**config.mk**
```make
export PLATFORM = sky130hd
export DESIGN_NAME = cds_arith
export DESIGN_NICKNAME = d
export VERILOG_FILES = /design/src/hdl/cds_pkg.sv /design/src/hdl/cds_arith.sv
export SDC_FILE = /design/constraint.sdc
export NUM_CORES = 2
export LEC_CHECK = 0
export BUFFER_PORTS_ARGS = -buffer_cell sky130_fd_sc_hd__buf_2
export CAP_MARGIN = 20
export CORE_ASPECT_RATIO = 0.9
export CORE_MARGIN = 4
export CORE_UTILIZATION = 48
export DETAILED_ROUTE_END_ITERATION = 6
export GPL_ROUTABILITY_DRIVEN = 0
export PLACE_DENSITY_LB_ADDON = 0.08
export SETUP_SLACK_MARGIN = 0.5
export SYNTH_ARGS = -nofsm -noshare
export SYNTH_HDL_FRONTEND = slang
export SYNTH_SLANG_ARGS = --single-unit
```
**constraint.sdc**
```tcl
create_clock -name clk -period 23.6 [get_ports clk]
set_input_delay 2.36 -clock clk [delete_from_list [all_inputs] [get_ports clk]]
set_output_delay 2.36 -clock clk [all_outputs]
set_load 0.02 [all_outputs]
```
**src/hdl/cds_pkg.sv**
```systemverilog
// Shared types and constants for the critically damped 2-D smoother.
// Used by cds_arith and the top level critically_damped_smoother_2d_unit.
package cds_pkg;

  // Largest magnitude that any intermediate value may take.
  localparam logic [63:0] LIM = 64'h3FFF_FFFF_FFFF_FFFF;

  typedef enum logic [1:0] {
    OP_MUL  = 2'd0,
    OP_DIV  = 2'd1,
    OP_SQRT = 2'd2
  } op_t;

  // Scaling applied to a finished product.
  typedef enum logic [1:0] {
    SH_FRAC = 2'd0,
    SH_30   = 2'd1,
    SH_RAW  = 2'd2
  } shift_t;

  typedef struct packed {
    logic        start;
    op_t         op;
    shift_t      sh;
    logic        neg;
    logic [63:0] a;
    logic [63:0] b;
  } cmd_t;

  typedef struct packed {
    logic         done;
    logic [63:0]  res;
    logic [127:0] wide;
  } rsp_t;

endpackage

```
**src/hdl/cds_arith.sv**
```systemverilog
// Shared arithmetic unit: 64x64 multiplier built from 32x32 partials,
// restoring 64-bit divider and 64-bit integer square root. Uses cds_pkg.
module cds_arith #(
  parameter int FRAC_BITS = 16
) (
  input  logic          clk,
  input  logic          rst_n,
  input  cds_pkg::cmd_t cmd_i,
  output cds_pkg::rsp_t rsp_o
);

  typedef enum logic [4:0] {
    A_IDLE = 5'b00001,
    A_MUL  = 5'b00010,
    A_DIV  = 5'b00100,
    A_SQRT = 5'b01000,
    A_FIN  = 5'b10000
  } astate_t;

  astate_t          astate_r, astate_nxt;
  logic [5:0]       cnt_r, cnt_nxt;
  cds_pkg::op_t     op_r, op_nxt;
  cds_pkg::shift_t  sh_r, sh_nxt;
  logic             neg_r, neg_nxt;
  logic [63:0]      a_r, a_nxt;
  logic [63:0]      b_r, b_nxt;
  logic [127:0]     acc_r, acc_nxt;
  logic [63:0]      part_r, part_nxt;
  logic [1:0]       pos_r, pos_nxt;
  logic [64:0]      rem_r, rem_nxt;
  logic [63:0]      res_r, res_nxt;
  logic             done_r, done_nxt;

  logic [31:0]  mop_a, mop_b;
  logic [127:0] part_sh;
  logic [64:0]  dsh, ssh, trial;
  logic         dge, sge;
  logic [63:0]  u_frac, u_30, u_sel, u_sat;

  always_comb begin
    mop_a = cnt_r[0] ? a_r[63:32] : a_r[31:0];
    mop_b = cnt_r[1] ? b_r[63:32] : b_r[31:0];
    case (pos_r)
      2'd0:    part_sh = {64'd0, part_r};
      2'd1:    part_sh = {32'd0, part_r, 32'd0};
      default: part_sh = {part_r, 64'd0};
    endcase
    dsh   = {rem_r[63:0], a_r[63]};
    dge   = dsh >= {1'b0, b_r};
    ssh   = {rem_r[62:0], a_r[63:62]};
    trial = {31'd0, b_r[31:0], 2'b01};
    sge   = ssh >= trial;
    // In the FRAC and 30-bit scalings a product that does not fit pins to all ones.
    u_frac = (|acc_r[127:64+FRAC_BITS]) ? '1 : acc_r[63+FRAC_BITS:FRAC_BITS];
    u_30   = (|acc_r[127:94]) ? '1 : acc_r[93:30];
    case (sh_r)
      cds_pkg::SH_FRAC: u_sel = u_frac;
      cds_pkg::SH_30:   u_sel = u_30;
      default:          u_sel = acc_r[63:0];
    endcase
    u_sat = (u_sel > cds_pkg::LIM) ? cds_pkg::LIM : u_sel;
  end

  always_comb begin
    astate_nxt = astate_r;
    cnt_nxt    = cnt_r + 6'd1;
    op_nxt     = op_r;
    sh_nxt     = sh_r;
    neg_nxt    = neg_r;
    a_nxt      = a_r;
    b_nxt      = b_r;
    acc_nxt    = acc_r;
    part_nxt   = part_r;
    pos_nxt    = pos_r;
    rem_nxt    = rem_r;
    res_nxt    = res_r;
    done_nxt   = 1'b0;
    case (astate_r)
      A_IDLE: begin
        cnt_nxt = 6'd0;
        if (cmd_i.start) begin
          op_nxt  = cmd_i.op;
          sh_nxt  = cmd_i.sh;
          neg_nxt = cmd_i.neg;
          a_nxt   = cmd_i.a;
          b_nxt   = (cmd_i.op == cds_pkg::OP_SQRT) ? 64'd0 : cmd_i.b;
          acc_nxt = '0;
          rem_nxt = '0;
          case (cmd_i.op)
            cds_pkg::OP_MUL:  astate_nxt = A_MUL;
            cds_pkg::OP_DIV:  astate_nxt = A_DIV;
            default:          astate_nxt = A_SQRT;
          endcase
        end
      end
      A_MUL: begin
        // Partial i is formed while partial i-1 is added in.
        part_nxt = 64'(mop_a * mop_b);
        pos_nxt  = {1'b0, cnt_r[0]} + {1'b0, cnt_r[1]};
        if (cnt_r != 6'd0) acc_nxt = acc_r + part_sh;
        if (cnt_r == 6'd4) astate_nxt = A_FIN;
      end
      A_DIV: begin
        rem_nxt = dge ? (dsh - {1'b0, b_r}) : dsh;
        a_nxt   = {a_r[62:0], dge};
        if (cnt_r == 6'd63) astate_nxt = A_FIN;
      end
      A_SQRT: begin
        rem_nxt = sge ? (ssh - trial) : ssh;
        a_nxt   = {a_r[61:0], 2'b00};
        b_nxt   = {32'd0, b_r[30:0], sge};
        if (cnt_r == 6'd31) astate_nxt = A_FIN;
      end
      A_FIN: begin
        case (op_r)
          cds_pkg::OP_MUL:  res_nxt = neg_r ? (64'd0 - u_sat) : u_sat;
          cds_pkg::OP_DIV:  res_nxt = a_r;
          default:          res_nxt = b_r;
        endcase
        done_nxt   = 1'b1;
        astate_nxt = A_IDLE;
      end
      default: astate_nxt = A_IDLE;
    endcase
  end

  always_ff @(posedge clk) begin
    if (!rst_n) begin
      astate_r <= A_IDLE;
      done_r   <= 1'b0;
    end else begin
      astate_r <= astate_nxt;
      done_r   <= done_nxt;
    end
    cnt_r  <= cnt_nxt;
    op_r   <= op_nxt;
    sh_r   <= sh_nxt;
    neg_r  <= neg_nxt;
    a_r    <= a_nxt;
    b_r    <= b_nxt;
    acc_r  <= acc_nxt;
    part_r <= part_nxt;
    pos_r  <= pos_nxt;
    rem_r  <= rem_nxt;
    res_r  <= res_nxt;
  end

  assign rsp_o.done = done_r;
  assign rsp_o.res  = res_r;
  assign rsp_o.wide = acc_r;

endmodule

```
## Word-level counts from Yosys, hierarchy flattened

Index checks and enable logic that the tools add are counted.

- Input bits: 136
- Flip-flop bits (word level): 467
- Logic and storage cells: 84
- Output and inout bits: 193

- Multiply operators: 1
- Mux-type cells: 28
- Reduce and logical (&&, ||, !) cells: 15
- Add/subtract/negate cells: 6
- Equal/unequal tests: 18
- Magnitude comparators: 3

Operators with widths:

| operator | count |
|---|---|
| two-way mux 64 bit | 10 |
| case mux 128 bit (2 select lines) | 2 |
| case mux 64 bit (2 select lines) | 3 |
| case mux 64 bit (3 select lines) | 2 |
| two-way mux 128 bit | 2 |
| adder 128 bit | 1 |
| >= comparator 65 x 34 -> 1 bit | 1 |
| >= comparator 65 x 64 -> 1 bit | 1 |
| greater-than comparator 64 x 62 -> 1 bit, second input constant | 1 |
| multiplier 32 x 32 -> 64 bit | 1 |
| two-way mux 32 bit | 2 |
| subtractor 1 x 64 -> 64 bit, first input constant | 1 |
| subtractor 64 x 34 -> 64 bit | 1 |
| subtractor 64 bit | 1 |
| OR reduction 48 bit | 1 |
| OR reduction 34 bit | 1 |
| two-way mux 5 bit | 4 |
| case mux 5 bit (4 select lines) | 1 |
| != test 2 bit, second input constant | 5 |
| == test 2 x 1 -> 1 bit, second input constant | 4 |
| logical NOT 2 bit | 4 |
| case mux 4 bit (2 select lines) | 1 |
| adder 6 x 1 -> 6 bit, second input constant | 1 |
| == test 6 x 3 -> 1 bit, second input constant | 1 |
| other kinds (16) | 19 |

## Depth between registers and ports, before layout

- Depth after elaboration: 8
- Mapped depth: 35
- Depth with buffers taken out: 32

## Worst setup path before layout

Ideal clock, no wire load.

- Kind: input -> register
- From: input port cmd_i[133] (netlist name)
- To: register acc_r[0], enable pin
- Slack: 10.991 ns
- Path buffers: 0
- Data required time: 22.796 ns
- Arrival time: 11.804 ns
- Cell stages on the path: 2
- Library setup time: 0.804 ns
- Cells stage by stage: nor2_1 a211oi_1

- Cells in the longest elaborated chain, start to end: 2

RTL lines:

| what | RTL line | text |
|---|---|---|
| from (decl) | cds_arith.sv:8 | `input cds_pkg::cmd_t cmd_i,` |
| != test 2 bit (no line) | -- |  |
| AND reduction 3 bit (no line) | -- |  |
| to (signal assigned) | cds_arith.sv:141 | `acc_r <= acc_nxt;` |
| to (decl) | cds_arith.sv:27 | `logic [127:0] acc_r, acc_nxt;` |

No other way between the ends.
A chain may end at the register's enable or synchronous reset.

## Worst setup path after layout

- From: register cnt_r[1]
- To: register part_r[49] (data pin)

- Cells in the longest elaborated chain, start to end: 2

RTL lines:

| what | RTL line | text |
|---|---|---|
| from (decl) | cds_arith.sv:21 | `logic [5:0] cnt_r, cnt_nxt;` |
| from (signal assigned) | cds_arith.sv:135 | `cnt_r <= cnt_nxt;` |
| two-way mux 32 bit | cds_arith.sv:42 | `mop_b = cnt_r[1] ? b_r[63:32] : b_r[31:0];` |
| multiplier 32 x 32 -> 64 bit | cds_arith.sv:98 | `part_nxt = 64'(mop_a * mop_b);` |
| to (signal assigned) | cds_arith.sv:142 | `part_r <= part_nxt;` |
| to (decl) | cds_arith.sv:28 | `logic [63:0] part_r, part_nxt;` |

No other way between the ends.

==> results.json <==
{
  "rsz0062_at_grt": "false",
  "grt_pass1_wl_microns": 418000,
  "drt_iter0_markers": 8595,
  "fin_crit_ns": 10.66,
  "gr-total-overflow": 0,
  "critical-path-max-stage-delay_ns": 0.61,
  "cp_max_fo": 65,
  "grt_max_degree": 99,
  "postCtsResizedCells": 0,
  "drc": 5,
  "dieWidth_microns": 412,
  "yosysUniqueCellTypes": 94,
  "async_flop_share_pct": 0,
  "synth_top_family_by_area": "adder cells",
  "synth-edff-count": 455,
  "final_net_count": 9735,
  "synth.area.mux_share_pct": 1.98,
  "yosys.area_share.adder_pct": 34.3,
  "violations": "DRC",
  "crit_arrival_ns": 11.08,
  "finalHoldWorstSlack_ns": 0.551,
  "dpl_worst_slack_ns": 13.18,
  "status": "complete, but fails checks",
  "clock_path_buffers": 3,
  "layout_setup_ws_ns": 12.94,
  "startpoint_type": "flop",
  "antenna_found_initial": 17,
  "die_area_sq_um": 153000,
  "cap_viol_max_count": 0,
  "core_area_sq_um": 146000,
  "fin_setup_tns_ns": 0,
  "grt_usage_pct": 37.1,
  "synth_flop_cell": "edfxtp_1",
  "tritoncts": "yes",
  "wl_met2_microns": 116000,
  "dpl.hpwl_microns": 225000,
  "ys_ff_latch": 467,
  "clock_skew_ns": 0.0636,
  "wl_met3_microns": 40600,
  "first_global_vias": 61900,
  "die_h_microns": 371,
  "yosys_warnings": 0,
  "synthSimpleGateAreaFrac_pct": 16.7,
  "wl_per_cell_microns": 28.2,
  "drive_gt1_share_pct": 8.74,
  "ant_nets": 0,
  "criticalPathCategory": "reg -> reg",
  "netlist_area_sq_um": 70400,
  "cts_htree_levels": 2,
  "ys_top_cells_by_area": "fa_1, edfxtp_1, ha_1",
  "crit_required_ns": 24.02,
  "pin_count": 329,
  "netlist.area_leader.share_pct": 25.5,
  "fin_crit_sh_pct": 45.2,
  "io_buffers": 328,
  "avgSynthCellArea_sq_um": 8.67,
  "routed.top_layer": "met5",
  "start_util_pct": 48.3,
  "drt-total-wl_microns": 289000,
  "wl_met1_microns": 113000,
  "vias": 64300,
  "setup_viol": 0,
  "row_count": 133,
  "numClockSinks": 467,
  "ctsHoldBuffers": 0,
  "first_pass_iters": 7,
  "synthCells": 8124,
  "synth_fp_nets": 9649,
  "syn_to_final_growth_pct": 8.25,
  "yosysTopAreaCell": "fa_1",
  "finalHoldViolCount": 0,
  "slew_headroom_pct": 18.0,
  "end_kind": "flop",
  "vias_per_cell": 6.29,
  "cp_slowest_cell": "buf_4",
  "ys_seq_area_share_pct": 19.7,
  "cp_common_cell": "fa_1",
  "synth_xor_area_share_pct": 4.22,
  "synth_compound_area_share_pct": 15.0,
  "hold_path.class": "reg -> reg",
  "clk_latency_ns": 0.72,
  "slew_viol_final": 0,
  "tightest_slew_ns": 1.22,
  "root_buffer": "clkbuf_16",
  "numCtsBuffers": 57,
  "path_clk_slew_ns": 0.07,
  "cts_setup_buffers": 0,
  "fmax_ghz": 0.0938
}
logic make-up (layout without fill, tap and decap cells):
logic type      count (synthesis)  count (layout)
xor+xnor                      339             339
simple gates                 2655            2655
flops                         467             467
fa+ha+maj                    1389            1389
buf+inv                      1512            1645
compound gates               1627            1627
other cells                     0              13
mux                           135             135
synth_stat cells, types with 99 or more instances:
library cell	count
inv_1	1082
nor2_1	1060
fa_1	898
nand2_1	850
ha_1	491
edfxtp_1	455
a21oi_1	423
clkbuf_1	391
o21ai_0	305
xnor2_1	213
a21o_1	179
xor2_1	126
nor3_1	116
nand3_1	101
mux2i_1	99
o22ai_1	99
worst max-delay path: cells and delay by family, from the launching register on:
| kind | cells | cell delay (ns) |
|---|---|---|
| flops | 1 | 0.31 |
| xor+xnor | 1 | 0.08 |
| simple gates | 2 | 0.61 |
| buf+inv | 8 | 2.22 |
| fa+ha+maj | 9 | 4.46 |
| compound gates | 11 | 2.57 |
final timing paths:
kind / start / to / slack (ns) / depth (start not counted)
worst max-delay path: cnt_r[1] / part_r[49] / 12.94 / 31
worst min-delay path: cnt_r[4] / cnt_r[4] / 0.55 / 2
worst max register to register: cnt_r[1] / part_r[49] / 12.94 / 31
worst min register to register: cnt_r[4] / cnt_r[4] / 0.55 / 2
metrics by stage:
stage,instance area [sq um],utilization (%),instances
after floorplan,70400,-,8124
after global placement,74300,50.9,10100
after detailed placement,74300,50.9,10100
after CTS,76200,52.2,10200
after global routing,76200,52.2,10200
final,76200,52.2,10200
cell type report:
type                    count  area [sq um]
fillers                 13900         69700
multi-input cells        6145         51300
flip-flops and latches    467         13900
inverters                1084          4070
repair buffers            455          2610
well taps                1957          2450
clock buffers              69          1500
clock inverters            37           383
diodes                     13          32.5
placed cells by master (no fill, tap or decap), types with 57 or more instances in the layout:
cell type	n
nor2_1	1058
a21o_1	179
o21ai_0	302
mux2i_1	66
and3_1	73
nand2_1	849
inv_1	1081
o21bai_1	70
ha_1	491
a21oi_1	422
buf_2	328
xor2_1	126
o22ai_1	99
a22oi_1	76
xnor2_1	213
and2_1	93
nor3_1	116
clkbuf_16	57
fa_1	898
edfxtp_1	455
buf_4	125
nand4_1	93
nand3_1	99
routing by layer:
| layer | track usage [%] | up-vias |
|---|---|---|
| met5 | 0.766 | - |
| met4 | 19.9 | 18 |
| met3 | 12.8 | 853 |
| met2 | 51.6 | 4353 |
| met1 | 50.5 | 31700 |
| li1 | - | 27400 |
flip-flops by register name, summed over array words and instances (netlist names), 2 cells and up:
register,flops
acc_r,128
astate_r,5
part_r,64
sh_r,2
a_r,64
pos_r,2
rem_r,64
cnt_r,6
res_r,64
b_r,64
op_r,2
Power is not shown: default switching activity piles up to over one toggle a cycle in this logic, so the estimate is an artifact.
